$ cat config.mk
export PLATFORM = sky130hd
export DESIGN_NAME = climate_window_alarm_monitor
export DESIGN_NICKNAME = d
export VERILOG_FILES = /design/src/rtl/cwam_pkg.sv /design/src/rtl/cwam_front.sv /design/src/rtl/cwam_queue.sv /design/src/rtl/cwam_back.sv /design/src/rtl/climate_window_alarm_monitor.sv
export SDC_FILE = /design/constraint.sdc
export NUM_CORES = 1
export LEC_CHECK = 0
export ABC_AREA = 1
export BUFFER_PORTS_ARGS = -buffer_cell sky130_fd_sc_hd__buf_2
export CORE_MARGIN = 2
export CORE_UTILIZATION = 60
export CTS_CLUSTER_SIZE = 16
export DETAILED_ROUTE_END_ITERATION = 12
export GPL_TIMING_DRIVEN = 0
export PLACE_DENSITY = 0.77
export SLEW_MARGIN = 10
export SYNTH_ARGS = -nofsm -noshare
export SYNTH_HDL_FRONTEND = slang
export SYNTH_SLANG_ARGS = --single-unit
$ cat constraint.sdc
create_clock -name clk -period 8.6 [get_ports clk]
set_clock_uncertainty 0.1 [all_clocks]
set_input_delay 0.43 -clock clk [delete_from_list [all_inputs] [get_ports clk]]
set_output_delay 0.43 -clock clk [all_outputs]
set_load 0.01 [all_outputs]
$ cat src/rtl/cwam_pkg.sv
`default_nettype none

package cwam_pkg;

	localparam int TEMP_WINDOW_DEF = 15;
	localparam int HUM_WINDOW_DEF = 10;
	localparam int QUEUE_DEPTH_DEF = 4;

	localparam int CFG_IDX_W = 3;
	localparam int CFG_DATA_W = 8;

	localparam logic [CFG_IDX_W-1:0] CFG_MAX_ACCEPTED = 3'd0;
	localparam logic [CFG_IDX_W-1:0] CFG_MIN_ACCEPTED = 3'd1;
	localparam logic [CFG_IDX_W-1:0] CFG_MAX_GOOD = 3'd2;
	localparam logic [CFG_IDX_W-1:0] CFG_MIN_GOOD = 3'd3;
	localparam logic [CFG_IDX_W-1:0] CFG_MIN_HUMIDITY = 3'd4;

	localparam logic [7:0] MAX_ACCEPTED_RST = 8'd72;
	localparam logic [7:0] MIN_ACCEPTED_RST = 8'd52;
	localparam logic [7:0] MAX_GOOD_RST = 8'd61;
	localparam logic [7:0] MIN_GOOD_RST = 8'd58;
	localparam logic [7:0] MIN_HUMIDITY_RST = 8'd30;

	localparam logic [1:0] COLOR_OFF = 2'd0;
	localparam logic [1:0] COLOR_ORANGE = 2'd1;
	localparam logic [1:0] COLOR_BLUE = 2'd2;
	localparam logic [1:0] COLOR_RED = 2'd3;

	localparam logic [5:0] TEMP_CAP = 6'd52;
	localparam logic [6:0] DRY_CAP = 7'd101;
	localparam logic [5:0] WARN_START = 6'd15;
	localparam logic [5:0] ALARM_AT = 6'd50;
	localparam logic [6:0] GOOD_START = 7'd5;
	localparam int WARN_EVERY = 5;
	localparam int GOOD_EVERY = 10;

	typedef struct packed {
		logic [6:0] temperature;
		logic [6:0] humidity;
		logic sensor_fault;
	} item_t;

	typedef struct packed {
		logic [1:0] led_color;
		logic temp_evaluated;
		logic hum_evaluated;
		logic hot_message;
		logic cold_message;
		logic perfect_message;
		logic dry_message;
		logic hot_alarm;
		logic cold_alarm;
		logic green_flash;
		logic pink_flash;
		logic fault_beep;
	} result_t;

	typedef struct packed {
		logic full;
		logic empty;
	} queue_status_t;

	function automatic logic is_mult5(input logic [6:0] v);
		logic hit;
		hit = 1'b0;
		for (int k = 0; k <= 127 / WARN_EVERY; k++) begin
			if (v == 7'(WARN_EVERY * k)) hit = 1'b1;
		end
		return hit;
	endfunction

	function automatic logic is_mult10(input logic [6:0] v);
		logic hit;
		hit = 1'b0;
		for (int k = 0; k <= 127 / GOOD_EVERY; k++) begin
			if (v == 7'(GOOD_EVERY * k)) hit = 1'b1;
		end
		return hit;
	endfunction

endpackage

`default_nettype wire

$ cat src/rtl/cwam_front.sv
`default_nettype none

module cwam_front
	import cwam_pkg::*;
(
	input  wire logic clk,
	input  wire logic arst_n,
	input  wire logic in_valid,
	output logic in_stall,
	input  wire logic [6:0] temperature,
	input  wire logic [6:0] humidity,
	input  wire logic sensor_fault,
	input  wire queue_status_t q_status,
	output logic push,
	output item_t push_item
);

	logic valid_s1;
	item_t item_s1;
	logic accept;

	assign in_stall = valid_s1 & q_status.full;
	assign accept = in_valid & ~in_stall;
	assign push = valid_s1 & ~q_status.full;
	assign push_item = item_s1;

	always_ff @(posedge clk or negedge arst_n) begin
		if (!arst_n) begin
			valid_s1 <= 1'b0;
		end else if (accept) begin
			valid_s1 <= 1'b1;
		end else if (push) begin
			valid_s1 <= 1'b0;
		end
	end

	// A fault beat carries no usable reading, so its samples are zeroed here.
	always_ff @(posedge clk) begin
		if (accept) begin
			item_s1.sensor_fault <= sensor_fault;
			item_s1.temperature <= sensor_fault ? 7'd0 : temperature;
			item_s1.humidity <= sensor_fault ? 7'd0 : humidity;
		end
	end

`ifndef SYNTH
	a_hold_until_pushed: assert property (@(posedge clk) disable iff (!arst_n)
		valid_s1 && !push |=> valid_s1 && $stable(item_s1))
		else $error("front stage lost a beat");
	a_stall_only_when_full: assert property (@(posedge clk) disable iff (!arst_n)
		in_stall |-> valid_s1 && q_status.full)
		else $error("front stalled without cause");
	a_accept_loads: assert property (@(posedge clk) disable iff (!arst_n)
		accept |=> valid_s1)
		else $error("accepted beat not held");
`endif

endmodule

`default_nettype wire

$ cat src/rtl/cwam_queue.sv
`default_nettype none

module cwam_queue
	import cwam_pkg::*;
#(
	parameter int DEPTH = QUEUE_DEPTH_DEF
) (
	input  wire logic clk,
	input  wire logic arst_n,
	input  wire logic push,
	input  wire item_t push_item,
	input  wire logic pop,
	output item_t head,
	output queue_status_t status
);

	localparam int PW = (DEPTH > 1) ? $clog2(DEPTH) : 1;
	localparam int CW = $clog2(DEPTH + 1);

	item_t mem_q [DEPTH];
	logic [PW-1:0] wr_ptr_q;
	logic [PW-1:0] rd_ptr_q;
	logic [CW-1:0] count_q;

	function automatic logic [PW-1:0] next_ptr(input logic [PW-1:0] p);
		return (p == PW'(DEPTH - 1)) ? '0 : p + 1'b1;
	endfunction

	assign status.full = (count_q == CW'(DEPTH));
	assign status.empty = (count_q == '0);
	assign head = mem_q[rd_ptr_q];

	always_ff @(posedge clk) begin
		if (push) begin
			mem_q[wr_ptr_q] <= push_item;
		end
	end

	always_ff @(posedge clk or negedge arst_n) begin
		if (!arst_n) begin
			wr_ptr_q <= '0;
			rd_ptr_q <= '0;
			count_q <= '0;
		end else begin
			if (push) wr_ptr_q <= next_ptr(wr_ptr_q);
			if (pop) rd_ptr_q <= next_ptr(rd_ptr_q);
			if (push && !pop) begin
				count_q <= count_q + 1'b1;
			end else if (pop && !push) begin
				count_q <= count_q - 1'b1;
			end
		end
	end

`ifndef SYNTH
	a_count_bound: assert property (@(posedge clk) disable iff (!arst_n)
		count_q <= CW'(DEPTH))
		else $error("queue count beyond depth");
	a_no_overflow: assert property (@(posedge clk) disable iff (!arst_n)
		push |-> !status.full)
		else $error("push into full queue");
	a_no_underflow: assert property (@(posedge clk) disable iff (!arst_n)
		pop |-> !status.empty)
		else $error("pop from empty queue");
`endif

endmodule

`default_nettype wire

$ cat src/rtl/cwam_back.sv
`default_nettype none

module cwam_back
	import cwam_pkg::*;
#(
	parameter int TEMP_WINDOW = TEMP_WINDOW_DEF,
	parameter int HUM_WINDOW = HUM_WINDOW_DEF
) (
	input  wire logic clk,
	input  wire logic arst_n,
	input  wire logic cfg_we,
	input  wire logic [CFG_IDX_W-1:0] cfg_index,
	input  wire logic [CFG_DATA_W-1:0] cfg_data,
	input  wire queue_status_t q_status,
	input  wire item_t head,
	output logic pop,
	output logic out_valid,
	input  wire logic out_stall,
	output result_t result
);

	localparam int TCW = $clog2(255 * TEMP_WINDOW + 1);
	localparam int TSW = TCW - 1;
	localparam int TFW = $clog2(TEMP_WINDOW + 1);
	localparam int HCW = $clog2(255 * HUM_WINDOW + 1);
	localparam int HSW = HCW - 1;
	localparam int HFW = $clog2(HUM_WINDOW + 1);
	localparam logic [TCW-1:0] TN = TCW'(TEMP_WINDOW);
	localparam logic [HCW-1:0] HN = HCW'(HUM_WINDOW);

	logic [7:0] max_acc_q, min_acc_q, max_good_q, min_good_q, min_hum_q;

	logic [6:0] temp_win_q [TEMP_WINDOW];
	logic [6:0] hum_win_q [HUM_WINDOW];
	logic [TSW-1:0] temp_sum_q;
	logic [HSW-1:0] hum_sum_q;
	logic [TFW-1:0] temp_fill_q;
	logic [HFW-1:0] hum_fill_q;
	logic [5:0] hot_count_q, cold_count_q, ideal_count_q;
	logic [6:0] dry_count_q;
	logic [1:0] held_color_q;
	logic out_valid_q;
	result_t res_q;

	logic temp_full, hum_full;
	logic [TCW-1:0] temp_s2;
	logic [HCW-1:0] hum_s2;
	logic hot_test, cold_test, ideal_test, dry_test;
	logic [5:0] hot_n, cold_n, ideal_n;
	logic [6:0] dry_n;
	logic [TSW-1:0] temp_sum_n;
	logic [HSW-1:0] hum_sum_n;
	logic [1:0] color_n;
	result_t res_n;

	assign pop = ~q_status.empty & (~out_valid_q | ~out_stall);
	assign out_valid = out_valid_q;
	assign result = res_q;

	assign temp_full = (temp_fill_q == TFW'(TEMP_WINDOW));
	assign hum_full = (hum_fill_q == HFW'(HUM_WINDOW));
	assign temp_s2 = {temp_sum_q, 1'b0};
	assign hum_s2 = {hum_sum_q, 1'b0};

	always_comb begin
		hot_test = temp_s2 > TCW'(max_acc_q) * TN;
		cold_test = temp_s2 < TCW'(min_acc_q) * TN;
		ideal_test = (temp_s2 <= TCW'(max_good_q) * TN) && (temp_s2 >= TCW'(min_good_q) * TN);
		dry_test = hum_s2 < HCW'(min_hum_q) * HN;

		hot_n = hot_test ? ((hot_count_q < TEMP_CAP) ? hot_count_q + 1'b1 : hot_count_q) : '0;
		cold_n = cold_test ? ((cold_count_q < TEMP_CAP) ? cold_count_q + 1'b1 : cold_count_q)
			: '0;
		ideal_n = ideal_test ? ((ideal_count_q < TEMP_CAP) ? ideal_count_q + 1'b1
			: ideal_count_q) : '0;
		dry_n = dry_test ? ((dry_count_q < DRY_CAP) ? dry_count_q + 1'b1 : dry_count_q) : '0;

		temp_sum_n = temp_full ? temp_sum_q + TSW'(head.temperature) - TSW'(temp_win_q[0])
			: temp_sum_q + TSW'(head.temperature);
		hum_sum_n = hum_full ? hum_sum_q + HSW'(head.humidity) - HSW'(hum_win_q[0])
			: hum_sum_q + HSW'(head.humidity);

		// Colour updates follow the hot, cold and ideal tests in that order; a fault beat forces red.
		color_n = held_color_q;
		if (temp_full) begin
			if (hot_test) begin
				if (hot_n >= WARN_START) color_n = COLOR_ORANGE;
			end else if (cold_count_q == '0) begin
				color_n = COLOR_OFF;
			end
			if (cold_test) begin
				if (cold_n >= WARN_START) color_n = COLOR_BLUE;
			end else if (hot_n == '0) begin
				color_n = COLOR_OFF;
			end
			if (!ideal_test && hot_n == '0 && cold_n == '0) color_n = COLOR_OFF;
		end
		if (head.sensor_fault) color_n = COLOR_RED;

		res_n = '0;
		res_n.led_color = color_n;
		if (head.sensor_fault) begin
			res_n.fault_beep = 1'b1;
		end else begin
			res_n.temp_evaluated = temp_full;
			res_n.hum_evaluated = hum_full;
			if (temp_full) begin
				res_n.hot_message = hot_test && hot_n >= WARN_START && is_mult5({1'b0, hot_n});
				res_n.hot_alarm = hot_test && hot_n >= ALARM_AT;
				res_n.cold_message = cold_test && cold_n >= WARN_START
					&& is_mult5({1'b0, cold_n});
				res_n.cold_alarm = cold_test && cold_n >= ALARM_AT;
				res_n.perfect_message = ideal_test && {1'b0, ideal_n} >= GOOD_START
					&& is_mult10({1'b0, ideal_n});
				res_n.green_flash = ideal_test && {1'b0, ideal_n} >= GOOD_START && !ideal_n[0];
			end
			if (hum_full) begin
				res_n.dry_message = dry_test && dry_n >= GOOD_START && is_mult10(dry_n);
				res_n.pink_flash = dry_test && dry_n >= GOOD_START && !dry_n[0];
			end
		end
	end

	always_ff @(posedge clk or negedge arst_n) begin
		if (!arst_n) begin
			max_acc_q <= MAX_ACCEPTED_RST;
			min_acc_q <= MIN_ACCEPTED_RST;
			max_good_q <= MAX_GOOD_RST;
			min_good_q <= MIN_GOOD_RST;
			min_hum_q <= MIN_HUMIDITY_RST;
		end else if (cfg_we) begin
			case (cfg_index)
				CFG_MAX_ACCEPTED: max_acc_q <= cfg_data;
				CFG_MIN_ACCEPTED: min_acc_q <= cfg_data;
				CFG_MAX_GOOD: max_good_q <= cfg_data;
				CFG_MIN_GOOD: min_good_q <= cfg_data;
				CFG_MIN_HUMIDITY: min_hum_q <= cfg_data;
				default: ;
			endcase
		end
	end

	always_ff @(posedge clk or negedge arst_n) begin
		if (!arst_n) begin
			temp_sum_q <= '0;
			hum_sum_q <= '0;
			temp_fill_q <= '0;
			hum_fill_q <= '0;
			hot_count_q <= '0;
			cold_count_q <= '0;
			ideal_count_q <= '0;
			dry_count_q <= '0;
			held_color_q <= COLOR_OFF;
			out_valid_q <= 1'b0;
		end else begin
			if (pop) begin
				out_valid_q <= 1'b1;
			end else if (!out_stall) begin
				out_valid_q <= 1'b0;
			end
			if (pop) begin
				held_color_q <= color_n;
				if (!head.sensor_fault) begin
					temp_sum_q <= temp_sum_n;
					hum_sum_q <= hum_sum_n;
					if (!temp_full) begin
						temp_fill_q <= temp_fill_q + 1'b1;
					end else begin
						hot_count_q <= hot_n;
						cold_count_q <= cold_n;
						ideal_count_q <= ideal_n;
					end
					if (!hum_full) begin
						hum_fill_q <= hum_fill_q + 1'b1;
					end else begin
						dry_count_q <= dry_n;
					end
				end
			end
		end
	end

	always_ff @(posedge clk) begin
		if (pop) begin
			res_q <= res_n;
			if (!head.sensor_fault) begin
				for (int i = 0; i < TEMP_WINDOW - 1; i++) temp_win_q[i] <= temp_win_q[i + 1];
				temp_win_q[TEMP_WINDOW - 1] <= head.temperature;
				for (int i = 0; i < HUM_WINDOW - 1; i++) hum_win_q[i] <= hum_win_q[i + 1];
				hum_win_q[HUM_WINDOW - 1] <= head.humidity;
			end
		end
	end

`ifndef SYNTH
	a_fill_bound: assert property (@(posedge clk) disable iff (!arst_n)
		temp_fill_q <= TFW'(TEMP_WINDOW) && hum_fill_q <= HFW'(HUM_WINDOW))
		else $error("window fill beyond depth");
	a_count_caps: assert property (@(posedge clk) disable iff (!arst_n)
		hot_count_q <= TEMP_CAP && cold_count_q <= TEMP_CAP && ideal_count_q <= TEMP_CAP
		&& dry_count_q <= DRY_CAP)
		else $error("persistence counter beyond cap");
	a_fault_red: assert property (@(posedge clk) disable iff (!arst_n)
		pop && head.sensor_fault |=> held_color_q == COLOR_RED && res_q.fault_beep)
		else $error("fault beat did not set red");
	a_counts_idle_filling: assert property (@(posedge clk) disable iff (!arst_n)
		!temp_full |-> hot_count_q == '0 && cold_count_q == '0 && ideal_count_q == '0)
		else $error("counter moved before window full");
`endif

endmodule

`default_nettype wire

$ cat src/rtl/climate_window_alarm_monitor.sv
`default_nettype none

// Channel  Direction  Handshake               Payload
// in       into       in_valid / in_stall     temperature, humidity, sensor_fault
// out      out of     out_valid / out_stall   led_color and eleven one-bit flags
// cfg      into       cfg_we                  cfg_index, cfg_data
//
// One beat is taken per cycle while in_stall is low; it passes in turn through the front register,
// the queue and the result register, which shows it as a result beat.
// Running window sums keep each beat's work in the back part combinational, with no pass over the window.
// Reset clears fill counts, persistence counters, colour and handshake state at once.
// A stalled output fills the queue, then the front register; only then does the input stall.

module climate_window_alarm_monitor
	import cwam_pkg::*;
#(
	parameter int TEMP_WINDOW = TEMP_WINDOW_DEF,
	parameter int HUM_WINDOW = HUM_WINDOW_DEF,
	parameter int QUEUE_DEPTH = QUEUE_DEPTH_DEF
) (
	input  wire logic clk,
	input  wire logic arst_n,
	input  wire logic in_valid,
	output logic in_stall,
	input  wire logic [6:0] temperature,
	input  wire logic [6:0] humidity,
	input  wire logic sensor_fault,
	output logic out_valid,
	input  wire logic out_stall,
	output logic [1:0] led_color,
	output logic temp_evaluated,
	output logic hum_evaluated,
	output logic hot_message,
	output logic cold_message,
	output logic perfect_message,
	output logic dry_message,
	output logic hot_alarm,
	output logic cold_alarm,
	output logic green_flash,
	output logic pink_flash,
	output logic fault_beep,
	input  wire logic cfg_we,
	input  wire logic [CFG_IDX_W-1:0] cfg_index,
	input  wire logic [CFG_DATA_W-1:0] cfg_data
);

	queue_status_t q_status;
	logic push, pop;
	item_t push_item, head;
	result_t result;

	cwam_front u_front (
		.clk(clk),
		.arst_n(arst_n),
		.in_valid(in_valid),
		.in_stall(in_stall),
		.temperature(temperature),
		.humidity(humidity),
		.sensor_fault(sensor_fault),
		.q_status(q_status),
		.push(push),
		.push_item(push_item)
	);

	cwam_queue #(
		.DEPTH(QUEUE_DEPTH)
	) u_queue (
		.clk(clk),
		.arst_n(arst_n),
		.push(push),
		.push_item(push_item),
		.pop(pop),
		.head(head),
		.status(q_status)
	);

	cwam_back #(
		.TEMP_WINDOW(TEMP_WINDOW),
		.HUM_WINDOW(HUM_WINDOW)
	) u_back (
		.clk(clk),
		.arst_n(arst_n),
		.cfg_we(cfg_we),
		.cfg_index(cfg_index),
		.cfg_data(cfg_data),
		.q_status(q_status),
		.head(head),
		.pop(pop),
		.out_valid(out_valid),
		.out_stall(out_stall),
		.result(result)
	);

	assign led_color = result.led_color;
	assign temp_evaluated = result.temp_evaluated;
	assign hum_evaluated = result.hum_evaluated;
	assign hot_message = result.hot_message;
	assign cold_message = result.cold_message;
	assign perfect_message = result.perfect_message;
	assign dry_message = result.dry_message;
	assign hot_alarm = result.hot_alarm;
	assign cold_alarm = result.cold_alarm;
	assign green_flash = result.green_flash;
	assign pink_flash = result.pink_flash;
	assign fault_beep = result.fault_beep;

endmodule

`default_nettype wire
== Word level (Yosys, flattened, before mapping) ==
Memory sizes are Yosys's and may differ from the RTL's.
Cells that the tools add are included.
W data, S select, Z words.

* Add/sub/neg operators: 14
* Multipliers: 5
* Magnitude comparators: 15
* Equality and inequality tests: 52
* Mux-type cells: 87
* Bitwise logic cells: 13
* Reduce and logical (&&, ||, !) cells: 43

{| class="wikitable"
|+ Operators by type and width
! operator !! number
|-
| $eq A6 B6 Y1 const B || 15
|-
| $mux W1 || 64
|-
| $eq A6 B5 Y1 const B || 8
|-
| $mul A8 B4 Y12 const B || 4
|-
| $eq A7 B7 Y1 const B || 6
|-
| $mux W6 || 6
|-
| $eq A6 B4 Y1 const B || 5
|-
| $logic_not A6 Y1 || 4
|-
| $lt A12 B12 Y1 || 2
|-
| $add A11 B7 Y11 || 2
|-
| $mux W11 || 2
|-
| $mux W2 || 11
|-
| $sub A11 B7 Y11 || 2
|-
| $eq A7 B6 Y1 const B || 3
|-
| $add A6 B1 Y6 const B || 3
|-
| $lt A6 B6 Y1 const B || 3
|-
| $logic_and A1 B1 Y1 || 17
|-
| $eq A7 B5 Y1 const B || 2
|-
| $mux W7 || 2
|-
| $eq A6 B3 Y1 const B || 2
|-
| $ge A12 B12 Y1 || 1
|-
| $ge A6 B4 Y1 const B || 2
|-
| $ge A6 B6 Y1 const B || 2
|-
| $gt A12 B12 Y1 || 1
|-
| other kinds (28) || 60
|}

* Bits in registers: 134
* Memory bits (writable): 235
* Input port bits: 31
* Output and inout port bits: 15
* Logic and storage cells: 266
* Memories kept: 3

{| class="wikitable"
|+ Memories
! memory !! depth !! bits a word !! read ports !! clocked after Yosys merged registers in !! write ports !! line !! source
|-
| u_back.temp_win_q || 15 || 7 || 15 || 0 || 15 || cwam_back.sv:33 || <nowiki>logic [6:0] temp_win_q [TEMP_WINDOW];</nowiki>
|-
| u_back.hum_win_q || 10 || 7 || 10 || 0 || 10 || cwam_back.sv:34 || <nowiki>logic [6:0] hum_win_q [HUM_WINDOW];</nowiki>
|-
| u_queue.mem_q || 4 || 15 || 1 || 0 || 1 || cwam_queue.sv:20 || <nowiki>item_t mem_q [DEPTH];</nowiki>
|}

== Logic depth before layout (Yosys ltp) ==
Gate-level depths: netlist of the first run.

* Word-level depth: 20
* Mapped depth: 32
* Depth with buffers taken out: 32

== By module ==
Synthesis of the first run repeated with hierarchy kept, for this count alone.

* Cell total of the unflattened synthesis: 1912
* Area total of the unflattened synthesis: 20178.1 um2

{| class="wikitable"
|+ Modules (own cells, without submodules)
! module !! instances !! cells each !! area each (um2)
|-
| cwam_back || 1 || 1633 || 16687.3
|-
| cwam_queue || 1 || 227 || 2871.5
|-
| cwam_front || 1 || 52 || 619.3
|}

== Worst setup path after synthesis of the first run ==
OpenSTA, ideal clock, no wires.

* Path kind: register to register
* Start point: register u_queue.rd_ptr_q[1]
* End point: register u_back.hum_sum_q[4]
* Data arrival time: 6.100 ns
* Data required time: 8.113 ns
* Slack: 2.013 ns
* Stages on the path, launching flop included: 7
* Path buffers: 1
* Period minus slack after synthesis: 6.587 ns
* Cells stage by stage: dfrtp_1 > inv_1 > o21ai_1 > o22ai_2 > nor2_4 > clkbuf_1 > a31oi_1

{| class="wikitable"
|+ RTL lines
! element !! line !! source
|-
| from (decl) || cwam_queue.sv:22 || <nowiki>logic [PW-1:0] rd_ptr_q;</nowiki>
|-
| from (signal assigned) || cwam_queue.sv:46 || <nowiki>if (pop) rd_ptr_q <= next_ptr(rd_ptr_q);</nowiki>
|-
| to (signal assigned) || cwam_back.sv:165 || <nowiki>hum_sum_q <= hum_sum_n;</nowiki>
|-
| to (decl) || cwam_back.sv:36 || <nowiki>logic [HSW-1:0] hum_sum_q;</nowiki>
|}

== Worst setup path after layout of the first run ==
* Start point: register u_back.min_acc_q[2]
* End point: register u_back.res_q (netlist bit u_back.result[3]) (data pin)

* Cells in the longest elaborated chain, start to end: 5

{| class="wikitable"
|+ Ends and longest elaborated chain
! element !! line !! source
|-
| from (decl) || cwam_back.sv:31 || <nowiki>logic [7:0] max_acc_q, min_acc_q, max_good_q, min_good_q, min_hum_q;</nowiki>
|-
| from (signal assigned) || cwam_back.sv:134 || <nowiki>CFG_MIN_ACCEPTED: min_acc_q <= cfg_data;</nowiki>
|-
| $mul A8 B4 Y12 * || cwam_back.sv:67 || <nowiki>cold_test = temp_s2 < TCW'(min_acc_q) * TN;</nowiki>
|-
| $lt A12 B12 Y1 * || cwam_back.sv:67 ||
|-
| $mux W6 || cwam_back.sv:72 || <nowiki>cold_n = cold_test ? ((cold_count_q < TEMP_CAP) ? cold_count_q + 1'b1 : cold_count_q)</nowiki>
|-
| $ge A6 B6 Y1 || cwam_back.sv:112 || <nowiki>res_n.cold_alarm = cold_test && cold_n >= ALARM_AT;</nowiki>
|-
| $logic_and A1 B1 Y1 * || cwam_back.sv:112 ||
|-
| to (signal assigned) || cwam_back.sv:185 || <nowiki>res_q <= res_n;</nowiki>
|-
| to (decl) || cwam_back.sv:43 || <nowiki>result_t res_q;</nowiki>
|}

Mark *: on every way between the ends. The rest lies on a longest branch, timed or not.
A chain may end at the register's enable or synchronous reset.

==> flow_summary_export.csv, run 1 <==
group,metric,value,unit
finish,syn_to_final_growth,10.9,%
finish,antenna_cells,0,
timing,rsz0062_at_grt,"false",
synthesis,synthCells,1856,
global_routing,antenna_found_initial,0,
synthesis,ys_top_cells_by_count,"nand2_1, edfxtp_1, inv_1",
synthesis,synth_compound_area_share,8.63,%
critical_path,r2r_cells,21,
synthesis,synth_fp_nets,2109,
drt,drc_errors,0,
timing,period_needed,5.53,ns
synthesis,yosysTopAreaCellShare,39.7,%
synthesis,synth_seq_cells,369,
drt,wl_met1,17200,um
clocking,worstSkewPairLatency,0.55,ns
clocking,clock_sinks,369,
synthesis,synth_area_leaders,"edfxtp_1, dfrtp_1, ha_1",
synthesis,yosys_most_used_dff,"edfxtp_1",
timing,clock.fmax,181,MHz
finish,layout-drive-gt1-share,9.65,%
place,dp_hpwl,27300,um
synthesis,ys_seq_area_share,53.2,%
worst_hold_path,hold_class,"input pin to flop",
floorplan,die-area,34600,um^2
global_routing,grt_pass1_wl,63400,um
synthesis,synthArstFlopShare,28.7,%
critical_path,cp_max_fo,8,
clocking,clock_path_buffers,3,
synthesis,synth_top_family_by_area,"adder cells",
drt,wl_met3,2340,um
global_routing,grt_pass1_vias,13147,
clocking,cts_tree,"yes",
synthesis,synth_edf_count,263,
drt,drt_iter0_drc,1024,
critical_path,cp.required,8.73,ns
floorplan,fp.dieH,186,um
drt,dr_wl_met2,18200,um
clocking,h-tree-depth,2,
critical_path,endpoint_kind,"flop",
floorplan,start_util,61.0,%
floorplan,io-pin-count,46,
drt,top_layer,"met4",
run_status,status,"completed",
critical_path,crit_type,"flop to flop",
timing,worst_slew_pin_slew,0.900,ns
floorplan,die_w,186,um
timing,hold_viol_final,0,
job,drv_cap,0,
critical_path,rrSetupSlack,3.07,ns
drt,antenna_left,0,
place,numPortBuffers,45,
timing,max_slew_margin,39.9,%
floorplan,rows,66,
synthesis,post-synth-top-area-cell,"edfxtp_1",
synthesis,synth_mux_area_share,0.0566,%
drt,via_per_inst,5.48,
worst_hold_path,hp-start,"out_stall",
place,place_congestion,0.854,
worst_hold_path,holdPathStages,3,
drt,dr.pass1.iters,6,
critical_path,critPathArrivalTime,5.66,ns
synthesis,ys_warn_count,0,
drt,via_count,13272,
global_routing,grt_max_degree,85,
synthesis,yosys.area_share.simple,13.1,%
synthesis,synth_area,19900,um^2
synthesis,yosysUniqueCellTypes,54,
synthesis,synth_xor_area_share,3.61,%
synthesis,synth.most_common_cell,"nand2_1",
timing,holdWs,0.0146,ns
timing,maxSlewViolCount,0,
critical_path,rr_startpoint,"u_back.min_acc_q[2]",
drt,wl,38700,um
synthesis,synth_fa_ha_area_share,16.2,%
clocking,path_clk_slew,0.06,ns
clocking,cts_root_buffer,"clkbuf_16",
critical_path,start_kind,"flop",
timing,setup_viol,0,
clocking,cts_made_buffers,40,
critical_path,reg2reg_to,"u_back.result[3]",
global_routing,track_usage,23.3,%
global_routing,globalRouteOverflowTotal,0,
floorplan,core,32600,um^2
finish,layout.nets,2201,
synthesis,avgSynthCellArea,10.7,um^2
timing,fin_crit_sh,64.3,%
worst_hold_path,min_to,"u_back.out_valid",
drt,wl_per_cell,16.0,um
## how the worst max path moves through the flow
stage / to / from
2_1_floorplan: u_back.hum_sum_q[4] / u_queue.rd_ptr_q[1]
3_3_place_gp: u_back.hum_sum_q[9] / u_queue.rd_ptr_q[1]
3_5_place_dp: u_back.result[3] / u_back.min_acc_q[2]
4_1_cts: u_back.result[3] / u_back.min_acc_q[2]
5_1_grt: u_back.result[3] / u_back.min_acc_q[2]
6_report: u_back.result[3] / u_back.min_acc_q[2]
## cells in the final DEF (no fill, tap or decap), drive strengths merged, types with 4 or more instances in the layout
| master | instances |
|---|---|
| nand2 | 343 |
| edfxtp | 263 |
| inv | 253 |
| ha | 164 |
| o21ai | 148 |
| nor2 | 142 |
| dfrtp | 88 |
| a21oi | 87 |
| nand3 | 74 |
| clkbuf | 62 |
| fa | 58 |
| buf | 56 |
| xor2 | 51 |
| xnor2 | 28 |
| nand4 | 24 |
| clkinv | 23 |
| o22ai | 19 |
| dfstp | 18 |
| o211ai | 12 |
| a21o | 11 |
| o21bai | 7 |
| nor3 | 7 |
| a31oi | 6 |
| or2 | 6 |
| a22oi | 4 |
## what timing repair did
item	4_1_cts	5_1_grt
setup endpoints to repair	0	0
buffers inserted	0	0
endpoints found under the hold margin	29	0
hold buffers	1	0
resized for setup	0	0
## flip-flops by register name (all words and copies together) (netlist names), 7 cells and up
register	cells
u_back.dry_count_q	7
u_back.hum_sum_q	11
u_back.hum_win_q	70
u_back.max_acc_q	8
u_back.max_good_q	8
u_back.min_acc_q	8
u_back.min_good_q	8
u_back.min_hum_q	8
u_back.result	13
u_back.temp_sum_q	11
u_back.temp_win_q	105
u_front.push_item	15
u_queue.mem_q	60
## per-stage QoR
step	setup WS (ns)	instance area (um^2)	TNS, ns	util [%]	std cells
after floorplan	2.01	19900	0	-	1856
after global routing	2.71	22100	0	67.6	2421
after global placement	-0.201	20700	-10.34	63.4	2343
final	3.07	22100	0	67.6	2421
after CTS	3.17	22100	0	67.6	2421
after detailed placement	3.21	20800	0	63.7	2347
## layer usage
layer,track usage (%),vias to the layer above
met3,3.46,81
met5,0,-
met2,38.6,391
li1,-,6474
met4,7.50,0
met1,31.9,6326
## logic make-up after synthesis
group                    Yosys count
AO/OA/AOI/OAI                    306
XOR/XNOR                          79
adder cells (fa/ha/maj)          222
buffers and inverters            276
flip-flops                       369
multiplexers                       1
AND/OR/NAND/NOR                  603
## critical path, cell delays in order, from the launching register on
cell and delay (ns):
dfstp_2 0.57, inv_1 0.09, fa_1 0.50, fa_1 0.51
inv_1 0.04, ha_1 0.35, a21oi_1 0.16, o21ai_0 0.16
a21oi_1 0.18, o21bai_1 0.11, a21o_1 0.16, a21oi_1 0.14
xor2_1 0.20, ha_1 0.26, nand2_1 0.08, nor2_1 0.07
and2_1 0.13, nand2_1 0.12, inv_1 0.07, nor2_2 0.25
o21ai_1 0.22, a2111oi_0 0.74
## cell type report
class	instances	area (um^2)
well taps	442	553
clock buffers	45	1020
clock inverters	28	244
fillers	2422	10600
multi-input cells	1211	8270
flip-flops and latches	369	10600
plain buffers	24	118
inverters	252	946
repair buffers	50	335
Power of run 1 is left out: the tool's default activity adds up to more than one toggle a clock period on the data nets, which glitch-free logic cannot reach.
==> run 2: changes to the inputs <==
==> constraint.sdc (replaced) <==
create_clock -name clk -period 5.44 [get_ports clk]
set_clock_uncertainty 0.1 [all_clocks]
set_input_delay 0.272 -clock clk [delete_from_list [all_inputs] [get_ports clk]]
set_output_delay 0.272 -clock clk [all_outputs]
set_load 0.01 [all_outputs]
==> run 2 against run 1 <==
  * Cell count rose by 0.87%
  * Largest cell class unchanged
  * Register-to-register slack got worse by 2.8 ns
  * Sequential share of layout area fell by 0.58 points
  * Count of clock-buffer cells in the layout rose by 4
  * Die area did not move
  * Final area rose by 1.2%
==> flow_summary_export.csv, run 2 (synthesis results as in run 1) <==
group,metric,value,unit
finish,largest_reg_flops,105,
clocking,h-tree-depth,2,
finish,final_common_cell,"nand2_1",
place,dp_hpwl,27400,um
drt,drt_iter0_drc,954,
finish,antenna_cells,0,
timing,fin_crit_sh,94.3,%
finish,syn_to_final_growth,12.3,%
global_routing,grt_max_degree,118,
finish,seq_area,10600,um^2
clocking,worstSkewPairLatency,0.53,ns
drt,wl,39000,um
clocking,clock_sinks,369,
drt,via_count,13380,
timing,maxSlewViolCount,0,
floorplan,io-pin-count,46,
global_routing,track_usage,23.3,%
critical_path,cp_max_fo,5,
critical_path,start_kind,"flop",
finish,fillers,2331,
finish,multiInputGateArea,8330,um^2
clocking,clock_path_buffers,3,
drt,wl_per_cell,16.0,um
timing,hold_viol_final,0,
critical_path,cp.required,5.63,ns
critical_path,endpoint_kind,"flop",
global_routing,antenna_found_initial,0,
finish,top_register,"u_back.temp_win_q",
floorplan,die_w,186,um
global_routing,grt_pass1_wl,63200,um
clocking,cts_root_buffer,"clkbuf_16",
critical_path,critPathArrivalTime,5.32,ns
finish,layout-drive-gt1-share,10.5,%
floorplan,fp.dieH,186,um
floorplan,die-area,34600,um^2
timing,max_slew_margin,40.5,%
finish,final_cell_mix,"nand2_1, edfxtp_1, inv_1, ha_1, o21ai_0",
place,numPortBuffers,45,
run_status,status,"completed",
clocking,cts_tree,"yes",
floorplan,start_util,61.0,%
timing,setup_viol,0,
floorplan,core,32600,um^2
clocking,cts_made_buffers,38,
finish,fin_util,68.4,%
drt,antenna_left,0,
global_routing,globalRouteOverflowTotal,0,
floorplan,rows,66,
finish,reg_top3,"u_back.temp_win_q x105, u_back.hum_win_q x70, u_queue.mem_q x60",
job,drv_cap,0,
drt,drc_errors,0,
worst_hold_path,hold_class,"input pin to asynchronous set/reset pin",
timing,clock.fmax,195,MHz
drt,dr.pass1.iters,6,
timing,worst_slew_pin_slew,0.892,ns
clocking,path_clk_slew,0.06,ns
drt,via_per_inst,5.48,
global_routing,grt_pass1_vias,13091,
timing,period_needed,5.13,ns
critical_path,crit_type,"flop to flop",
finish,layout.nets,2223,
place,place_congestion,0.879,
run 2: critical path, stage by stage (launching register included):
cell       delay, ns
dfstp_2         0.57
inv_1           0.09
fa_1            0.49
fa_1            0.52
inv_1           0.04
ha_2            0.31
a21oi_1         0.13
o21ai_1         0.11
a21oi_1         0.17
o21bai_1        0.11
a21o_1          0.16
a21oi_1         0.19
xor2_1          0.21
ha_1            0.25
nand2_1         0.08
nor2_1          0.07
and2_1          0.13
nand2_1         0.12
nand4_1         0.20
buf_4           0.21
buf_4           0.13
a2111oi_2       0.48
run 2: area by class of cell:
class / instances / area share, %
sequential: 369 / 47.4
clock inverter: 21 / 0.807
multi-input combinational: 1211 / 37.3
inverter: 252 / 4.24
tap: 442 / 2.48
timing repair buffer: 74 / 2.41
clock buffer: 49 / 4.84
buffer: 24 / 0.555
run 2: per-stage QoR:
stage | cells | cell area (um^2) | TNS [ns] | hold slack [ns] | worst slack (ns)
final | 2442 | 22300 | 0 | 0.0478 | 0.309
after global routing | 2442 | 22300 | -0.0755 | 0.0543 | -0.0755
after CTS | 2434 | 22200 | 0 | 0.0366 | 0.128
after detailed placement | 2346 | 20800 | -0.000780 | 0.0358 | -0.000780
after global placement | 2343 | 20700 | 0 | 0.301 | 0.207
after floorplan | 1856 | 19900 | 0 | -0.124 | 0.794
run 2: per-layer routing:
| layer | vias up | GRT usage [%] | wire [um] |
|---|---|---|---|
| met1 | 6396 | 31.4 | 16900 |
| li1 | 6509 | - | - |
| met5 | - | 0 | 0 |
| met3 | 74 | 3.89 | 2480 |
| met2 | 401 | 39.2 | 18800 |
| met4 | 0 | 6.68 | 857 |
run 2: path summary, 6_finish.rpt:
path / startpoint / end / slack [ns] / depth (start not counted)
max: u_back.min_acc_q[2] / u_back.result[3] / 0.31 / 21
min: arst_n / u_back.min_good_q[7] / 0.05 / 2
max reg2reg: u_back.min_acc_q[2] / u_back.result[3] / 0.31 / 21
min reg2reg: u_back.temp_win_q[1][5] / u_back.temp_win_q[0][54] / 0.30 / 0
max in group asynchronous: arst_n / u_back.ideal_count_q[4] / 4.48 / 3
min in group clk: cfg_data[4] / u_back.max_acc_q[4] / 0.06 / 3
run 2: timing repair:
| action | in CTS | in global routing |
|---|---|---|
| gates resized for setup | 1 | 21 |
| setup endpoints to repair | 1 | 9 |
| hold endpoints to repair | 114 | 0 |
| pin swaps | 0 | 8 |
| hold buffers | 18 | 0 |
| setup buffers | 0 | 8 |
| gates cloned | 0 | 0 |
Power of run 2 is left out for the same reason.
